`src/uer_pkg.sv`:
```
package uer_pkg;

    // largest legal code point
    localparam logic [31:0] MAX_CODE = 32'h0010_FFFF;

    localparam logic [3:0] LONG_DIGITS  = 4'd8;
    localparam logic [3:0] SHORT_DIGITS = 4'd4;

    localparam logic [7:0] CH_BSLASH = 8'h5C;
    localparam logic [7:0] CH_LOW_U  = 8'h75;
    localparam logic [7:0] CH_UP_U   = 8'h55;
    localparam logic [7:0] CH_X      = 8'h78;
    localparam logic [7:0] CH_LBRACE = 8'h7B;
    localparam logic [7:0] CH_RBRACE = 8'h7D;

    // command queue between front and back
    localparam int QUEUE_DEPTH = 4;
    localparam int QPTR_W      = $clog2(QUEUE_DEPTH);
    localparam int QCNT_W      = $clog2(QUEUE_DEPTH + 1);

    typedef enum logic [1:0] {
        MODE_IDLE,
        MODE_SLASH,
        MODE_DIGITS
    } t_mode;

    // what comes ahead of the optional tail byte
    typedef enum logic [2:0] {
        PRE_NONE,   // nothing
        PRE_SLASH,  // a lone held backslash
        PRE_HELD,   // backslash, u/U, held digits (broken escape)
        PRE_ESC,    // backslash x { digits }
        PRE_ERR     // single error beat
    } t_pre;

    typedef struct packed {
        t_pre            pre;
        logic            upper;       // letter of a held escape is 'U'
        logic [7:0][7:0] digits;
        logic [3:0]      n_dig;
        logic            tail_valid;
        logic [7:0]      tail;
        logic            last;        // mark final beat with out_last
        logic [3:0]      len;         // beats in this command, 1..12
    } t_cmd;

endpackage

```
`src/uer_in_if.sv`:
```
interface uer_in_if;
    logic       valid;
    logic       ready;
    logic [7:0] in_byte;
    logic       in_last;

    modport source (output valid, output in_byte, output in_last, input ready);
    modport sink   (input valid, input in_byte, input in_last, output ready);
endinterface

```
`src/uer_out_if.sv`:
```
interface uer_out_if;
    logic       valid;
    logic       ready;
    logic [7:0] out_byte;
    logic       out_last;
    logic       out_error;

    modport source (output valid, output out_byte, output out_last, output out_error,
                    input ready);
    modport sink   (input valid, input out_byte, input out_last, input out_error,
                    output ready);
endinterface

```
`src/unicode_escape_rewriter_core.sv`:
```
// Streams pattern text and rewrites each \uXXXX and \UXXXXXXXX escape as
// \x{digits}, digits kept as written; a broken candidate passes through unchanged
// and a complete escape above 0x10FFFF gives one error beat (byte 0, error and last
// set) after which the pattern is skipped up to its in_last byte. The front end
// takes one input beat per cycle whenever its four-entry command queue has room,
// with no path from the output ready back to the input ready. The back end sends
// one result beat per cycle while the output is ready; an input byte produces 0
// to 12 result beats (12 for a complete long escape). The output beat rate of the
// back end sets the sustained rate, and the queue soaks up bursts. With the back
// end idle, the command of an accepted byte passes the queue and then the
// registered output stage before its first result beat is offered.
module unicode_escape_rewriter_core (
    input  logic      i_clk,
    input  logic      i_rst_n,
    uer_in_if.sink    i_in,
    uer_out_if.source o_out
);

    // front end -> queue
    logic          w_push;
    uer_pkg::t_cmd w_push_cmd;
    logic          w_full;

    // queue -> back end
    logic          w_qvalid;
    uer_pkg::t_cmd w_head_cmd;
    logic          w_pop;

    // scan state machine: classifies each byte and pushes one command per
    // byte that produces output
    uer_front u_front (
        .i_clk   (i_clk),
        .i_rst_n (i_rst_n),
        .i_in    (i_in),
        .i_full  (w_full),
        .o_push  (w_push),
        .o_cmd   (w_push_cmd)
    );

    uer_queue u_queue (
        .i_clk   (i_clk),
        .i_rst_n (i_rst_n),
        .i_push  (w_push),
        .i_cmd   (w_push_cmd),
        .i_pop   (w_pop),
        .o_full  (w_full),
        .o_valid (w_qvalid),
        .o_cmd   (w_head_cmd)
    );

    // expands a command into beats through a registered output stage
    uer_back u_back (
        .i_clk   (i_clk),
        .i_rst_n (i_rst_n),
        .i_valid (w_qvalid),
        .i_cmd   (w_head_cmd),
        .o_pop   (w_pop),
        .o_out   (o_out)
    );

    // no push into a full queue
    a_no_overflow: assert property (@(posedge i_clk) disable iff (!i_rst_n)
        !(w_push && w_full))
        else $error("command pushed into full queue");

    // pop only a valid head
    a_no_underflow: assert property (@(posedge i_clk) disable iff (!i_rst_n)
        w_pop |-> w_qvalid)
        else $error("command popped from empty queue");

    // error beat is always final and carries a zero byte
    a_error_beat: assert property (@(posedge i_clk) disable iff (!i_rst_n)
        (o_out.valid && o_out.out_error) |-> (o_out.out_last && (o_out.out_byte == 8'h00)))
        else $error("malformed error beat");

    // a pop with no push in the same cycle leaves the queue not full
    a_pop_frees: assert property (@(posedge i_clk) disable iff (!i_rst_n)
        (w_pop && !w_push) |=> !w_full)
        else $error("queue still full after pop");

endmodule

```
`src/uer_front.sv`:
```
module uer_front (
    input  logic          i_clk,
    input  logic          i_rst_n,
    uer_in_if.sink        i_in,
    input  logic          i_full,
    output logic          o_push,
    output uer_pkg::t_cmd o_cmd
);

    function automatic logic hex_ok(input logic [7:0] b);
        hex_ok = (b >= 8'h30 && b <= 8'h39) || (b >= 8'h61 && b <= 8'h66)
              || (b >= 8'h41 && b <= 8'h46);
    endfunction

    function automatic logic [3:0] hex_of(input logic [7:0] b);
        logic [7:0] v;
        v = 8'h00;
        if (b >= 8'h30 && b <= 8'h39) begin
            v = b - 8'h30;
        end else if (b >= 8'h61 && b <= 8'h66) begin
            v = b - 8'h57;
        end else begin
            v = b - 8'h37;
        end
        hex_of = v[3:0];
    endfunction

    uer_pkg::t_mode  r_mode, n_mode;
    logic            r_long, n_long;
    logic [3:0]      r_count, n_count;
    logic [31:0]     r_code, n_code;
    logic            r_dropping, n_dropping;
    logic [7:0][7:0] r_held;
    logic [7:0][7:0] w_held_nx;

    logic [7:0]  b;
    logic        last, acc, live;
    logic        is_bs, is_u, is_hex;
    logic [3:0]  cnt1, need;
    logic [31:0] code1;
    logic        done, over;
    logic        in_slash, in_digits;
    logic        flush_slash, flush_held, rescan, digit, err, esc, open, partial;
    logic        tail_byte, new_slash;

    assign b    = i_in.in_byte;
    assign last = i_in.in_last;

    assign i_in.ready = !i_full;
    assign acc        = i_in.valid && !i_full;
    assign live       = acc && !r_dropping;

    assign is_bs  = (b == uer_pkg::CH_BSLASH);
    assign is_u   = (b == uer_pkg::CH_LOW_U) || (b == uer_pkg::CH_UP_U);
    assign is_hex = hex_ok(b);

    assign cnt1  = r_count + 4'd1;
    assign need  = r_long ? uer_pkg::LONG_DIGITS : uer_pkg::SHORT_DIGITS;
    assign code1 = {r_code[27:0], hex_of(b)};
    assign done  = (cnt1 >= need);
    assign over  = (code1 > uer_pkg::MAX_CODE);

    assign in_slash  = (r_mode == uer_pkg::MODE_SLASH);
    assign in_digits = (r_mode == uer_pkg::MODE_DIGITS);

    // event decode of the accepted byte
    assign flush_slash = live && in_slash && !is_u;
    assign flush_held  = live && in_digits && !is_hex;
    assign rescan      = (live && !in_slash && !in_digits) || flush_slash || flush_held;
    assign open        = live && in_slash && is_u;
    assign digit       = live && in_digits && is_hex;
    assign err         = digit && done && over;
    assign esc         = digit && done && !over;
    assign partial     = digit && !done;
    assign tail_byte   = rescan && !is_bs;
    assign new_slash   = rescan && is_bs;

    always_comb begin
        w_held_nx = r_held;
        if (digit) begin
            w_held_nx[r_count[2:0]] = b;
        end
    end

    // next state
    always_comb begin
        n_mode     = r_mode;
        n_long     = r_long;
        n_count    = r_count;
        n_code     = r_code;
        n_dropping = r_dropping;
        if (acc && r_dropping) begin
            if (last) begin
                n_dropping = 1'b0;
            end
        end else if (live) begin
            priority if (err) begin
                n_mode     = uer_pkg::MODE_IDLE;
                n_count    = '0;
                n_code     = '0;
                n_dropping = !last;
            end else if (last) begin
                n_mode  = uer_pkg::MODE_IDLE;
                n_count = '0;
                n_code  = '0;
                n_long  = 1'b0;
            end else if (open) begin
                n_mode  = uer_pkg::MODE_DIGITS;
                n_long  = (b == uer_pkg::CH_UP_U);
                n_count = '0;
                n_code  = '0;
            end else if (partial) begin
                n_count = cnt1;
                n_code  = code1;
            end else if (new_slash) begin
                n_mode  = uer_pkg::MODE_SLASH;
                n_count = '0;
                n_code  = '0;
            end else begin
                n_mode  = uer_pkg::MODE_IDLE;
                n_count = '0;
                n_code  = '0;
            end
        end
    end

    // command to the back end
    always_comb begin
        o_cmd            = '0;
        o_cmd.pre        = uer_pkg::PRE_NONE;
        o_cmd.digits     = w_held_nx;
        o_cmd.upper      = open ? (b == uer_pkg::CH_UP_U) : r_long;
        o_cmd.last       = err || last;
        priority if (err) begin
            o_cmd.pre = uer_pkg::PRE_ERR;
        end else if (esc) begin
            o_cmd.pre   = uer_pkg::PRE_ESC;
            o_cmd.n_dig = need;
        end else if (flush_slash) begin
            o_cmd.pre = uer_pkg::PRE_SLASH;
        end else if (flush_held) begin
            o_cmd.pre   = uer_pkg::PRE_HELD;
            o_cmd.n_dig = r_count;
        end else if (last && (open || partial)) begin
            // pattern ends inside an escape
            o_cmd.pre   = uer_pkg::PRE_HELD;
            o_cmd.n_dig = open ? 4'd0 : cnt1;
        end else begin
            o_cmd.pre = uer_pkg::PRE_NONE;
        end
        if (tail_byte) begin
            o_cmd.tail_valid = 1'b1;
            o_cmd.tail       = b;
        end else if (new_slash && last) begin
            o_cmd.tail_valid = 1'b1;
            o_cmd.tail       = uer_pkg::CH_BSLASH;
        end
        unique case (o_cmd.pre)
            uer_pkg::PRE_SLASH: o_cmd.len = 4'd1;
            uer_pkg::PRE_HELD:  o_cmd.len = 4'd2 + o_cmd.n_dig;
            uer_pkg::PRE_ESC:   o_cmd.len = 4'd4 + o_cmd.n_dig;
            uer_pkg::PRE_ERR:   o_cmd.len = 4'd1;
            default:            o_cmd.len = 4'd0;
        endcase
        o_cmd.len = o_cmd.len + {3'd0, o_cmd.tail_valid};
        o_push    = live && ((o_cmd.pre != uer_pkg::PRE_NONE) || o_cmd.tail_valid);
    end

    always_ff @(posedge i_clk) begin
        if (!i_rst_n) begin
            r_mode     <= uer_pkg::MODE_IDLE;
            r_long     <= 1'b0;
            r_count    <= '0;
            r_code     <= '0;
            r_dropping <= 1'b0;
        end else begin
            r_mode     <= n_mode;
            r_long     <= n_long;
            r_count    <= n_count;
            r_code     <= n_code;
            r_dropping <= n_dropping;
        end
    end

    always_ff @(posedge i_clk) begin
        r_held <= w_held_nx;
    end

endmodule

```
`src/uer_queue.sv`:
```
module uer_queue (
    input  logic          i_clk,
    input  logic          i_rst_n,
    input  logic          i_push,
    input  uer_pkg::t_cmd i_cmd,
    input  logic          i_pop,
    output logic          o_full,
    output logic          o_valid,
    output uer_pkg::t_cmd o_cmd
);

    uer_pkg::t_cmd                r_mem [uer_pkg::QUEUE_DEPTH];
    logic [uer_pkg::QPTR_W-1:0]   r_wp, n_wp;
    logic [uer_pkg::QPTR_W-1:0]   r_rp, n_rp;
    logic [uer_pkg::QCNT_W-1:0]   r_cnt, n_cnt;

    assign o_full  = (r_cnt == uer_pkg::QCNT_W'(uer_pkg::QUEUE_DEPTH));
    assign o_valid = (r_cnt != '0);
    assign o_cmd   = r_mem[r_rp];

    always_comb begin
        n_wp  = r_wp;
        n_rp  = r_rp;
        n_cnt = r_cnt;
        if (i_push) begin
            n_wp = r_wp + 1'b1;
        end
        if (i_pop) begin
            n_rp = r_rp + 1'b1;
        end
        unique case ({i_push, i_pop})
            2'b10:   n_cnt = r_cnt + 1'b1;
            2'b01:   n_cnt = r_cnt - 1'b1;
            default: n_cnt = r_cnt;
        endcase
    end

    always_ff @(posedge i_clk) begin
        if (!i_rst_n) begin
            r_wp  <= '0;
            r_rp  <= '0;
            r_cnt <= '0;
        end else begin
            r_wp  <= n_wp;
            r_rp  <= n_rp;
            r_cnt <= n_cnt;
        end
    end

    always_ff @(posedge i_clk) begin
        if (i_push) begin
            r_mem[r_wp] <= i_cmd;
        end
    end

endmodule

```
`src/uer_back.sv`:
```
module uer_back (
    input  logic          i_clk,
    input  logic          i_rst_n,
    input  logic          i_valid,
    input  uer_pkg::t_cmd i_cmd,
    output logic          o_pop,
    uer_out_if.source     o_out
);

    function automatic logic [7:0] beat_byte(input uer_pkg::t_cmd c, input logic [3:0] pos);
        logic [3:0] k2;
        logic [3:0] k3;
        logic [7:0] v;
        k2 = pos - 4'd2;
        k3 = pos - 4'd3;
        v  = 8'h00;
        if (c.tail_valid && (pos == c.len - 4'd1)) begin
            v = c.tail;
        end else begin
            unique case (c.pre)
                uer_pkg::PRE_SLASH: v = uer_pkg::CH_BSLASH;
                uer_pkg::PRE_HELD: begin
                    priority if (pos == 4'd0) begin
                        v = uer_pkg::CH_BSLASH;
                    end else if (pos == 4'd1) begin
                        v = c.upper ? uer_pkg::CH_UP_U : uer_pkg::CH_LOW_U;
                    end else begin
                        v = c.digits[k2[2:0]];
                    end
                end
                uer_pkg::PRE_ESC: begin
                    priority if (pos == 4'd0) begin
                        v = uer_pkg::CH_BSLASH;
                    end else if (pos == 4'd1) begin
                        v = uer_pkg::CH_X;
                    end else if (pos == 4'd2) begin
                        v = uer_pkg::CH_LBRACE;
                    end else if (pos == c.len - 4'd1) begin
                        v = uer_pkg::CH_RBRACE;
                    end else begin
                        v = c.digits[k3[2:0]];
                    end
                end
                default: v = 8'h00;
            endcase
        end
        beat_byte = v;
    endfunction

    logic [3:0] r_pos, n_pos;
    logic       r_valid, n_valid;
    logic [7:0] r_byte;
    logic       r_last;
    logic       r_error;
    logic       load, is_end;

    assign load   = i_valid && (!r_valid || o_out.ready);
    assign is_end = (r_pos == i_cmd.len - 4'd1);
    assign o_pop  = load && is_end;

    always_comb begin
        n_pos   = r_pos;
        n_valid = r_valid;
        if (r_valid && o_out.ready) begin
            n_valid = 1'b0;
        end
        if (load) begin
            n_valid = 1'b1;
            n_pos   = is_end ? 4'd0 : r_pos + 4'd1;
        end
    end

    always_ff @(posedge i_clk) begin
        if (!i_rst_n) begin
            r_pos   <= '0;
            r_valid <= 1'b0;
        end else begin
            r_pos   <= n_pos;
            r_valid <= n_valid;
        end
    end

    always_ff @(posedge i_clk) begin
        if (load) begin
            r_byte  <= beat_byte(i_cmd, r_pos);
            r_last  <= i_cmd.last && is_end;
            r_error <= (i_cmd.pre == uer_pkg::PRE_ERR);
        end
    end

    assign o_out.valid     = r_valid;
    assign o_out.out_byte  = r_byte;
    assign o_out.out_last  = r_last;
    assign o_out.out_error = r_error;

endmodule

```
`src/flat_wrapper.sv`:
```
// flat-port wrapper written by rule: the top's interface ports become plain ports
module unicode_escape_rewriter_core_flat 
  (i_clk, i_rst_n, i_in_valid, i_in_in_byte, i_in_in_last, i_in_ready, o_out_valid, o_out_out_byte, o_out_out_last, o_out_out_error, o_out_ready);
  uer_in_if i_in_i ();
  uer_out_if o_out_i ();
  input  logic i_clk;
  input  logic i_rst_n;
  input wire logic [$bits(i_in_i.valid)-1:0] i_in_valid;
  input wire logic [$bits(i_in_i.in_byte)-1:0] i_in_in_byte;
  input wire logic [$bits(i_in_i.in_last)-1:0] i_in_in_last;
  output wire logic [$bits(i_in_i.ready)-1:0] i_in_ready;
  output wire logic [$bits(o_out_i.valid)-1:0] o_out_valid;
  output wire logic [$bits(o_out_i.out_byte)-1:0] o_out_out_byte;
  output wire logic [$bits(o_out_i.out_last)-1:0] o_out_out_last;
  output wire logic [$bits(o_out_i.out_error)-1:0] o_out_out_error;
  input wire logic [$bits(o_out_i.ready)-1:0] o_out_ready;
  assign i_in_i.valid = i_in_valid;
  assign i_in_i.in_byte = i_in_in_byte;
  assign i_in_i.in_last = i_in_in_last;
  assign i_in_ready = i_in_i.ready;
  assign o_out_valid = o_out_i.valid;
  assign o_out_out_byte = o_out_i.out_byte;
  assign o_out_out_last = o_out_i.out_last;
  assign o_out_out_error = o_out_i.out_error;
  assign o_out_i.ready = o_out_ready;
  unicode_escape_rewriter_core u_core (.i_clk(i_clk), .i_rst_n(i_rst_n), .i_in(i_in_i), .o_out(o_out_i));
endmodule
```
`config.mk`:
```
export PLATFORM = sky130hd
export DESIGN_NAME = unicode_escape_rewriter_core_flat
export DESIGN_NICKNAME = d
export VERILOG_FILES = /design/src/uer_pkg.sv /design/src/uer_in_if.sv /design/src/uer_out_if.sv /design/src/unicode_escape_rewriter_core.sv /design/src/uer_front.sv /design/src/uer_queue.sv /design/src/uer_back.sv /design/src/flat_wrapper.sv
export SDC_FILE = /design/constraint.sdc
export NUM_CORES = 1
export LEC_CHECK = 0
export ABC_AREA = 1
export BUFFER_PORTS_ARGS = -buffer_cell sky130_fd_sc_hd__buf_2
export CORE_MARGIN = 4
export CORE_UTILIZATION = 36
export CTS_BUF_LIST = sky130_fd_sc_hd__clkbuf_8
export DETAILED_ROUTE_END_ITERATION = 16
export GPL_TIMING_DRIVEN = 0
export PLACE_DENSITY = 0.53
export SYNTH_ARGS = -nofsm -noshare
export SYNTH_HDL_FRONTEND = slang
export SYNTH_SLANG_ARGS = --single-unit
```
`constraint.sdc`:
```
create_clock -name i_clk -period 6.56 [get_ports i_clk]
set_clock_uncertainty 0.1 [all_clocks]
set_input_delay 0.656 -clock i_clk [delete_from_list [all_inputs] [get_ports i_clk]]
set_output_delay 0.656 -clock i_clk [all_outputs]
set_load 0.05 [all_outputs]
```
* Word-level counts from Yosys, hierarchy flattened
Memory sizes are Yosys's and may differ from the RTL's. A register that Yosys moved wholly into a read port is not among the register bits.
Index checks and enable logic that the tools add are counted.
** Operators by class
- Add/sub/neg operators :: 15
- Magnitude comparators :: 12
- Eq/ne operators :: 21
- Multiplexer cells :: 61
- Bitwise operators :: 2
- Reductions and logical operators :: 61
** Operator list (count)
- 2-to-1 mux 28 bit :: 4
- 2-to-1 mux 8 bit :: 10
- bitwise mux 64 bit :: 1
- 2-to-1 mux 64 bit :: 1
- 2-to-1 mux 4 bit :: 14
- binary-select mux 8 bit (select 3 bit) :: 2
- greater-than comparator 32 x 21 -> 1 bit (second input constant) :: 1
- logical AND 1 bit :: 29
- demux 8 bit (select 3 bit) :: 1
- equality test 8 x 7 -> 1 bit (second input constant) :: 3
- case mux 8 bit (3 select lines) :: 1
- 2-to-1 mux 2 bit :: 10
- 2-to-1 mux 9 bit :: 2
- >= comparator 8 x 7 -> 1 bit (second input constant) :: 2
- less-or-equal comparator 8 x 7 -> 1 bit (second input constant) :: 2
- equality test 3 x 2 -> 1 bit (second input constant) :: 4
- < comparator 3 x 4 -> 1 bit (second input constant) :: 3
- case mux 4 bit (3 select lines) :: 1
- zero test 1 bit :: 11
- 2-to-1 mux 1 bit :: 11
- equality test 3 bit (second input constant) :: 3
- logical OR 1 bit :: 9
- AND reduction 3 bit :: 3
- adder 4 x 1 -> 4 bit (second input constant) :: 2
- other kinds (30) :: 42
** Storage, ports and cells
- Register bits :: 122
- Memory bits (writable) :: 344
- Input bits :: 13
- Output and inout port bits :: 12
- Word-level logic and storage cells :: 194
- Memories kept :: 1
** Memory list
- u_core.u_queue.r_mem :: depth 4, bits a word 86, rd ports 1, clocked after Yosys merged registers in 1, write ports 1, RTL line uer_queue.sv:12 : uer_pkg::t_cmd r_mem [uer_pkg::QUEUE_DEPTH];

* Logic depth before layout (Yosys ltp)
Gate-level depths: netlist of the first run.
- Depth in word-level cells :: 19
- Mapped depth :: 20
- Gate-level depth less buffers :: 19

* By module
Synthesis of the first run repeated with hierarchy kept, for this count alone.
** Second synthesis, totals
- Cells, all modules :: 1835
- Area total of the unflattened synthesis :: 19531.2 um^2
** By module, submodules not included
- uer_queue :: instances 1, cells each 890, area each 13166.4 um^2, sequential area each 10510.1 um^2
- uer_front :: instances 1, cells each 508, area each 4066.4 um^2, sequential area each 2001.9 um^2
- uer_back :: instances 1, cells each 437, area each 2298.5 um^2, sequential area each 400.4 um^2

* Least setup slack after synthesis of the first run
OpenSTA, ideal clock, no wires.
- Kind :: register to register
- From :: register u_core.u_front.r_count[2]
- To :: memory u_core.u_queue.r_mem[0][0] in the netlist's numbering (enable)
- Library setup time :: 0.523 ns
- Arrival :: 5.448 ns
- Required time :: 5.937 ns
- Slack :: 0.490 ns
- Cell stages (with the launch flop) :: 14
- Buffers on the path :: 1
- Period minus slack after synthesis :: 6.070 ns
- Cells stage by stage :: dfxtp_1 buf_2 nand2_1 nor2_1 xor2_1 ha_1 and3_1 nor2_1 nand3_4 nand2_1 nand2_1 nand2_2 nor3_4 nor2_1
** On the way
- Longest elaborated chain between the ends :: 16
- Elaborated cells on any way between the ends :: 19
- Classes of those cells :: 1 x add/sub; 1 x order compare; 7 x mux; 10 x reduce/logical
** RTL lines
- from (decl) :: RTL line uer_front.sv:30 : logic [3:0] r_count, n_count;
- from (signal assigned) :: RTL line uer_front.sv:179 : r_count <= n_count;
- adder 4 x 1 -> 4 bit * :: RTL line uer_front.sv:57 : assign cnt1 = r_count + 4'd1;
- >= comparator 4 bit * :: RTL line uer_front.sv:60 : assign done = (cnt1 >= need);
- zero test 1 bit :: RTL line uer_front.sv:74 : assign partial = digit && !done;
- logical AND 1 bit :: RTL line uer_front.sv:74
- logical OR 1 bit :: RTL line uer_front.sv:144 : end else if (last && (open || partial)) begin
- logical AND 1 bit :: RTL line uer_front.sv:144
- 2-to-1 mux 2 bit :: RTL line uer_front.sv:144
- 2-to-1 mux 2 bit :: RTL line uer_front.sv:141 : end else if (flush_held) begin
- 2-to-1 mux 2 bit :: RTL line uer_front.sv:139 : end else if (flush_slash) begin
- 2-to-1 mux 2 bit :: RTL line uer_front.sv:136 : end else if (esc) begin
- 2-to-1 mux 3 bit * :: RTL line uer_front.sv:134 : priority if (err) begin
- nonzero test 3 bit * :: RTL line uer_front.sv:166 : o_push = live && ((o_cmd.pre != uer_pkg::PRE_NONE) || o_cmd.tail_valid);
- logical OR 1 bit * :: RTL line uer_front.sv:166
- logical AND 1 bit * :: RTL line uer_front.sv:166
- 2-to-1 mux 1 bit * :: RTL line uer_queue.sv:51 : if (i_push) begin
- 2-to-1 mux 1 bit (implied by the code) * :: RTL line uer_queue.sv:52 : r_mem[r_wp] <= i_cmd;
- to (decl) :: RTL line uer_queue.sv:12
Every way passes the cells marked *; elsewhere a longest branch is shown, timed or not.

==> metrics.txt, run 1 <==
status=completed; Layout Cell Area excl Fill=~22000 um^2; number of endpoints failing setup at the final stage=0; max frequency=~220 MHz; cts repair resizes=0; reg2reg end=u_core.u_back.o_out.out_byte[6]$_DFFE_PP_; dominant synthesized flop cell=edfxtp_1; Worst Hold Class=in2reg; Register-to-Register Setup Slack=2.32 ns; layout overhead on the synthesized area=14.1%; via count of the first global-routing pass=~13000; start point of the worst hold path=i_in_valid; initial antenna violation count=1; leading cell type in the layout, fill and taps excluded=nand2_1; initial core utilization=a little over a third; number of standard-cell rows in the floorplan=slightly above 80; number of distinct library cell variants in the gate-level netlist after synthesis=between 40 and 50; number of buffers on the longest clock path=3; measured slew at the worst slew-check pin=around 1.4 ns; WHS Endpoint=u_core.u_front.r_dropping$_SDFFE_PN0P_; number of cell instances on the worst register-to-register path=14; fin crit share=69.0%; I/O pin total=25; critical register-to-register path startpoint=u_core.u_back.r_pos[0]$_SDFFE_PN0P_; Worst IR Drop VDD=0.143 mV; Final Slew Violations=0; Final Util=41.8%; Hold Violations, Final=0; average size of a mapped cell=10.4 um^2; clock tree from TritonCTS=yes; DR pass1 iterations=6; post-layout minimum cycle time=4.53 ns; clock edge transition at the registers on the reported setup and hold paths=0.06 ns; GP Congestion=roughly 0.94; count of input and output buffers=23; endpoint arrival time on the critical path=4.93 ns; setup repair after global routing missed its margin=no; Leakage=approximately 8 nW; worst-path maximum fanout=11; number of nets produced by synthesis=roughly 1900; iteration-0 DRC count of the detailed router=1226; nets=between 1500 and 2000; fraction of layout instances using a drive strength above 1=between 10% and 20%; maximum number of pins on one net before global-route repair=26; global-route wire length before repair=approximately 84000 um; buffers inserted during post-CTS setup optimization=0; die outline area=56300 um^2; TritonCTS Buffers=75; clock root buffer master=clkbuf_8; count of max-cap constraint violations=0; overall die width=approximately 240 um; cell area power density=316 nW/um^2; commonest non-fill, non-tap cells in the layout=nand2_1, edfxtp_1, nor2_1; Critical Path Start Type=input pin; overall die height=roughly 240 um; Min-Delay Path Depth=2; portion of the post-synthesis area used by sequential elements=65.7%; WL/cell=roughly 21 um; Clock H-tree levels=3; detailed placer's ending HPWL=between 30000 and 40000 um; Yosys reg bits=roughly 450; number of enable-type register cells in the synthesized netlist=about 340; post-synth design cell area=~19000 um^2; Synth Instances=1828; Critical Path Sink Type=flop; remaining global-route overflow=0; combined global-route utilization of all metal layers=between 10% and 20%; Avg Vias per Cell=roughly 5.2; async set-or-reset flop fraction in the synthesized netlist=0%; type of the worst setup path=in2reg; aggregate routed wire length=about 56000 um; number of sinks driven by the clock tree=452; # DRC=0; required time of the critical path=approximately 7.0 ns; # hold bufs at CTS=0; placeable core area=51700 um^2; Antenna Nets Post-Route=0; clock insertion delay at the later pin of the skew report=about 0.64 ns; max-slew headroom at the worst pin=under 10%; total via count after detailed routing=between 10000 and 15000; Synth warnings=0; instance area after placement=between 20000 and 25000 um^2
## kinds of logic after synthesis
family                     count (synthesis)  synth area share (%)
buffers and inverters                    182                  4.00
and+or+nand+nor                          847                  19.0
AOI/OAI and AO/OA                        312                  9.26
DFF                                      452                  65.7
xor gates and xnor gates                  13                 0.601
adders and majority gates                 22                  1.49
## flip-flops by register name, summed over array words and instances (netlist names), named ones only
register and cells:
u_core.u_queue.r_mem 328, u_core.u_front.r_held 64, u_core.u_front.r_code 28, u_core.u_back.o_out.out_byte 8, u_core.u_back.r_pos 4, u_core.u_front.r_count 4
u_core.u_queue.r_cnt 3, u_core.u_front.r_mode 2, u_core.u_queue.r_rp 2, u_core.u_queue.r_wp 2, u_core.u_back.o_out.out_error 1, u_core.u_back.o_out.out_last 1
u_core.u_back.o_out.valid 1, u_core.u_front.r_dropping 1, u_core.u_front.r_long 1
## per-stage QoR
| step | setup slack (ns) | hold WS (ns) | setup TNS (ns) | power, W | std cells |
|---|---|---|---|---|---|
| after floorplan | 0.490 | 0.329 | 0 | 0.00409 | 1828 |
| after global placement | -4.04 | 0.343 | -1296.84 | 0.00453 | 2531 |
| after detailed placement | 1.47 | 0.352 | 0 | 0.00454 | 2543 |
| after CTS | 2.16 | 0.137 | 0 | 0.00687 | 2677 |
| after global routing | 1.78 | 0.158 | 0 | 0.00716 | 2679 |
| final | 2.03 | 0.195 | 0 | 0.00683 | 2680 |
## where the power goes
part	internal [W]	switching [W]	total [W]	leakage, nW
sequential	0.00319	0.0000412	0.00323	3.98
clock	0.00125	0.00108	0.00233	0.853
combinational	0.000337	0.000935	0.00127	3.32
total	0.00478	0.00206	0.00683	8.16
## worst max-delay path by stage
stage / slack (ns) / depth (start not counted) / endpoint / startpoint
after floorplan: 0.49 / 13 / u_core.u_queue.r_mem[0][0]$_DFFE_PP_ / u_core.u_front.r_count[2]$_SDFFE_PN0P_
after global placement: -4.04 / 14 / u_core.u_queue.r_mem[3][77]$_DFFE_PP_ / i_in_in_byte[1]
after detailed placement: 1.47 / 19 / u_core.u_queue.r_cnt[2]$_SDFFE_PN0P_ / i_in_in_byte[1]
after CTS: 2.16 / 19 / u_core.u_queue.r_cnt[2]$_SDFFE_PN0P_ / i_in_in_byte[1]
after global routing: 1.78 / 19 / u_core.u_queue.r_cnt[2]$_SDFFE_PN0P_ / i_in_in_byte[1]
final: 2.03 / 19 / u_core.u_queue.r_cnt[2]$_SDFFE_PN0P_ / i_in_in_byte[1]
## cells in the mapped netlist (3+ instances only)
cell type / n / area (um^2)
nand2_4: 4 / 45.0
nor2_1: 192 / 721
inv_2: 11 / 41.3
xnor2_1: 3 / 26.3
or2_2: 3 / 18.8
nand2_1: 457 / 1720
buf_1: 14 / 52.6
ha_1: 21 / 263
nand4_1: 3 / 18.8
clkbuf_1: 41 / 154
nand3_2: 4 / 40.0
dfxtp_1: 114 / 2280
a21oi_1: 47 / 235
nand3_1: 155 / 776
buf_6: 3 / 33.8
buf_2: 38 / 190
o21ai_1: 7 / 35.0
o21a_1: 7 / 52.6
edfxtp_1: 338 / 10100
o22a_1: 6 / 52.6
inv_1: 72 / 270
nand2_2: 3 / 18.8
o22ai_1: 36 / 225
a22oi_1: 29 / 218
xor2_1: 10 / 87.6
nor3_1: 4 / 20.0
nor2_2: 6 / 37.5
nor3_2: 3 / 30.0
o21ai_0: 169 / 846
## cell type report
type | count | area, um^2
Fill cell | 4999 | 30100
Sequential cell | 452 | 12400
Multi-Input combinational cell | 1194 | 5770
Clock buffer | 88 | 1210
Tap cell | 680 | 851
Buffer | 97 | 438
Timing Repair Buffer | 36 | 367
Inverter | 85 | 319
Clock inverter | 46 | 206
Antenna cell | 2 | 5.00
## routing by layer
layer  vias up  part of all wire, %  wire [um]  global-route usage, %
met5         -                    0          0                      0
met3        87                  7.0       3940                   4.95
met2       498                   46      25700                   31.2
li1       6562                    -          -                      -
met1      6701                   45      25100                   27.2
met4         0                  2.7       1510                   6.26
## critical path, cell delays in order
cell and delay (ns):
buf_2 0.12, inv_1 0.06, clkbuf_1 1.00, ha_1 0.37
nor2_1 0.06, nand2_1 0.10, nand4_4 0.17, nand3_2 0.21
nand3_2 0.12, o21ai_2 0.21, inv_2 0.16, nor3_4 0.52
ha_1 0.26, inv_1 0.07, fa_1 0.38, a21oi_1 0.15
o21ai_0 0.11, o21ai_0 0.16, a21oi_1 0.06
Power figures use the tool's default switching activity.
==> run 2, diff against run 1 <==
--- a/config.mk
+++ b/config.mk
@@ -5,14 +5,14 @@
 export SDC_FILE = /design/constraint.sdc
 export NUM_CORES = 1
 export LEC_CHECK = 0
-export ABC_AREA = 1
+export ABC_AREA = 0
 export BUFFER_PORTS_ARGS = -buffer_cell sky130_fd_sc_hd__buf_2
 export CORE_MARGIN = 4
 export CORE_UTILIZATION = 36
 export CTS_BUF_LIST = sky130_fd_sc_hd__clkbuf_8
 export DETAILED_ROUTE_END_ITERATION = 16
 export GPL_TIMING_DRIVEN = 0
-export PLACE_DENSITY = 0.53
+export PLACE_DENSITY = 0.55
 export SYNTH_ARGS = -nofsm -noshare
 export SYNTH_HDL_FRONTEND = slang
 export SYNTH_SLANG_ARGS = --single-unit
==> constraint.sdc (replaced) <==
create_clock -name i_clk -period 3.79 [get_ports i_clk]
set_clock_uncertainty 0.1 [all_clocks]
set_input_delay 0.379 -clock i_clk [delete_from_list [all_inputs] [get_ports i_clk]]
set_output_delay 0.379 -clock i_clk [all_outputs]
set_load 0.05 [all_outputs]
==> metrics.txt, run 2 <==
status=completed (unchanged); GP Congestion=0.869 (was 0.938); overall die height=236 um (was 237 um); clock edge transition at the registers on the reported setup and hold paths=0.06 ns (about the same); type of the worst setup path=reg2reg (was in2reg); commonest non-fill, non-tap cells in the layout=edfxtp_1, dfxtp_1, mux4_2 (was nand2_1, edfxtp_1, nor2_1); number of nets produced by synthesis=1175 (was 1863); DR pass1 iterations=5 (was 6); number of sinks driven by the clock tree=452 (unchanged); combined global-route utilization of all metal layers=16.5% (was 19.8%); die outline area=55700 um^2 (was 56300 um^2); fin crit share=a little over nine tenths; Ant. Diodes=0 (was 2); Synth warnings=0 (unchanged); detailed placer's ending HPWL=30300 um (was 37700 um); fraction of layout instances using a drive strength above 1=29.9% (was 10.8%); layout overhead on the synthesized area=16.1% (was 14.1%); Worst IR Drop VDD=0.259 mV (was 0.143 mV); Hold Violations, Final=0 (unchanged); measured slew at the worst slew-check pin=1.36 ns (was 1.38 ns); async set-or-reset flop fraction in the synthesized netlist=0% (unchanged); overall die width=236 um (was 237 um); placeable core area=51400 um^2 (was 51700 um^2); flip-flop count of the largest register, all copies and words added=328 (unchanged); Final Util=42.3% (was 41.8%); final setup TNS=0 ns (unchanged); cell area power density=535 nW/um^2 (was 316 nW/um^2); global-route wire length before repair=69000 um (was 84300 um); maximum number of pins on one net before global-route repair=27 (was 26); leading cell types by count after synthesis=edfxtp_1, dfxtp_1, mux4_2 (was nand2_1, edfxtp_1, nor2_1); TritonCTS Buffers=78 (was 75); Worst Hold Class=in2reg (unchanged); Total Power Consumption=0.0116 W (was 0.00683 W); number of distinct library cell variants in the gate-level netlist after synthesis=80 (was 48); count of max-cap constraint violations=0 (unchanged); Synth Instances=1140 (was 1828); max frequency=between 200 and 300 MHz; total via count after detailed routing=10700 (was 13800); internal power=0.00846 W (was 0.00478 W); combinational power share=15.5% (was 18.6%); count of input and output buffers=24 (was 23); Place WS=-1.09 ns (was 1.47 ns); largest cells by area after synthesis=edfxtp_1, mux4_2, dfxtp_1, mux2_2, nand2_1 (was edfxtp_1, dfxtp_1, nand2_1, o21ai_0, nand3_1); number of endpoints failing setup at the final stage=0 (unchanged); Final Slew Violations=0 (unchanged); Min-Delay Path Depth=2 (unchanged); # DRC=0 (unchanged); worst-path maximum fanout=10 (was 11); Leakage=7.44 nW (was 8.16 nW); reg2reg end=u_core.u_queue.r_cnt[2]$_SDFFE_PN0P_ (was u_core.u_back.o_out.out_byte[6]$_DFFE_PP_); Yosys reg bits=452 (unchanged); start point of the worst hold path=i_in_in_byte[7] (was i_in_valid); clock tree from TritonCTS=yes (unchanged); clock insertion delay at the later pin of the skew report=0.66 ns (was 0.64 ns); Avg Vias per Cell=5.28 (was 5.17); Largest Register=u_core.u_queue.r_mem (unchanged); post-layout minimum cycle time=around 3.6 ns; iteration-0 DRC count of the detailed router=984 (was 1226); average size of a mapped cell=16.4 um^2 (was 10.4 um^2); number of cell instances on the worst register-to-register path=16 (was 14); biggest registers after layout=u_core.u_queue.r_mem: 328 flops, u_core.u_front.r_held: 64 flops, u_core.u_front.r_code: 28 flops (unchanged); post-synth design cell area=18700 um^2 (was 18900 um^2); dominant synthesized flop cell=edfxtp_1 (unchanged); Antenna Nets Post-Route=0 (unchanged); Register-to-Register Setup Slack=0.16 ns (was 2.32 ns); number of enable-type register cells in the synthesized netlist=338 (unchanged); power share of the clock group=36.1% (was 34.1%); leading cell type in the layout, fill and taps excluded=edfxtp_1 (was nand2_1); most frequent cell after synthesis=edfxtp_1 (was nand2_1); fraction of power consumed by sequential logic=48.5% (was 47.3%); via count of the first global-routing pass=10700 (was 13400); remaining global-route overflow=0 (unchanged); Clock H-tree levels=3 (unchanged); minimum setup slack in the final design=0.156 ns (was 2.03 ns); Critical Path Start Type=flop (was input pin); WL/cell=23.0 um (was 21.0 um); switching power share of the total=27.1% (was 30.1%); Critical Path Sink Type=flop (unchanged); initial antenna violation count=1 (unchanged); aggregate routed wire length=46500 um (was 56300 um); cell type with the largest total area after synthesis=edfxtp_1 (unchanged); I/O pin total=25 (unchanged); share of the synthesized area in the top cell type=54.3% (was 53.6%); endpoint arrival time on the critical path=4.13 ns (was 4.93 ns); initial core utilization=36.4% (was 36.6%); number of buffers on the longest clock path=3 (unchanged); required time of the critical path=4.28 ns (was 6.97 ns); nets=1310 (was 1976); clock root buffer master=clkbuf_8 (unchanged); max-slew headroom at the worst pin=8.53% (was 7.84%); number of standard-cell rows in the floorplan=83 (unchanged); worst hold slack after final layout=0.118 ns (was 0.195 ns); WHS Endpoint=u_core.u_queue.r_mem[2][12]$_DFFE_PP_ (was u_core.u_front.r_dropping$_SDFFE_PN0P_); Switch Pwr=0.00315 W (was 0.00206 W); portion of the post-synthesis area used by sequential elements=66.5% (was 65.7%)
run 2: per-layer routing:
layer	share of wire, %	GRT usage, %
met1	45	23.6
met3	6.2	4.19
met5	0	0
met4	2.2	4.50
met2	46	25.3
run 2: power by group through the flow:
stage               clock network, W  logic, W  registers, W
floorplan                          0   0.00102       0.00583
global placement                   0   0.00167       0.00574
detailed placement                 0   0.00172       0.00573
CTS                          0.00431   0.00177       0.00563
global route                 0.00456   0.00191       0.00565
finish                       0.00419   0.00180       0.00563
run 2: through the flow:
| step | instance area, um^2 | instances |
|---|---|---|
| 6_report | 21700 | 2019 |
| 5_1_grt | 21700 | 2019 |
| 4_1_cts | 21600 | 2008 |
| 3_5_place_dp | 20000 | 1856 |
| 3_3_place_gp | 19700 | 1844 |
| 2_1_floorplan | 18800 | 1140 |
run 2: cell type report:
cell class                      instances  area, um^2
Buffer                                 57         322
Clock buffer                           89        1220
Clock inverter                         55         279
Fill cell                            4606       29700
Inverter                               20        76.3
Multi-Input combinational cell        610        6020
Sequential cell                       452       12400
Tap cell                              680         851
Timing Repair Buffer                   56         518
run 2: repair_timing:
action | CTS | global route
hold buffers | 3 | 0
pin swaps | 2 | 1
endpoints found under the setup margin | 55 | 85
buffers inserted | 5 | 12
resized for setup | 17 | 8
hold endpoints to repair | 5 | 0
gates cloned | 1 | 0
run 2: cell families after synthesis:
kind of cell	count (synthesis)	synth area share [%]
compound gates	141	5.06
xor+xnor	17	0.836
fa+ha+maj	22	1.51
buf+inv	79	1.95
flops	452	66.5
mux	185	17.3
simple gates	244	6.88
run 2: how the worst max path moves through the flow:
| stage | startpoint | to | slack (ns) | cells after the start |
|---|---|---|---|---|
| 4_1_cts | u_core.u_front.r_count[0]$_SDFFE_PN0P_ | u_core.u_queue.r_mem[3][41]$_DFFE_PP_ | 0.02 | 13 |
| 5_1_grt | flop | u_core.u_queue.r_cnt[2]$_SDFFE_PN0P_ | -0.02 | 16 |
| 6_report | flop | u_core.u_queue.r_cnt[2]$_SDFFE_PN0P_ | 0.16 | 16 |
| 3_3_place_gp | i_in_in_byte[4] | u_core.u_queue.r_mem[1][51]$_DFFE_PP_ | -2.06 | 7 |
| 3_5_place_dp | u_core.u_back.r_pos[0]$_SDFFE_PN0P_ | u_core.u_back.o_out.out_byte[3]$_DFFE_PP_ | -1.09 | 12 |
| 2_1_floorplan | i_in_in_byte[0] | u_core.u_queue.r_mem[0][0]$_DFFE_PP_ | 0.02 | 9 |
run 2: critical path, cell delays in order, from the launching register on:
cell	delay, ns
dfxtp_4	0.38
buf_12	0.16
mux4_2	0.53
inv_1	0.08
ha_2	0.18
xnor2_2	0.08
xnor2_2	0.15
nor4_2	0.28
a31oi_2	0.11
buf_6	0.18
nor2_4	0.11
ha_2	0.20
inv_1	0.05
fa_1	0.36
xor2_1	0.16
or3_1	0.30
a21oi_1	0.14
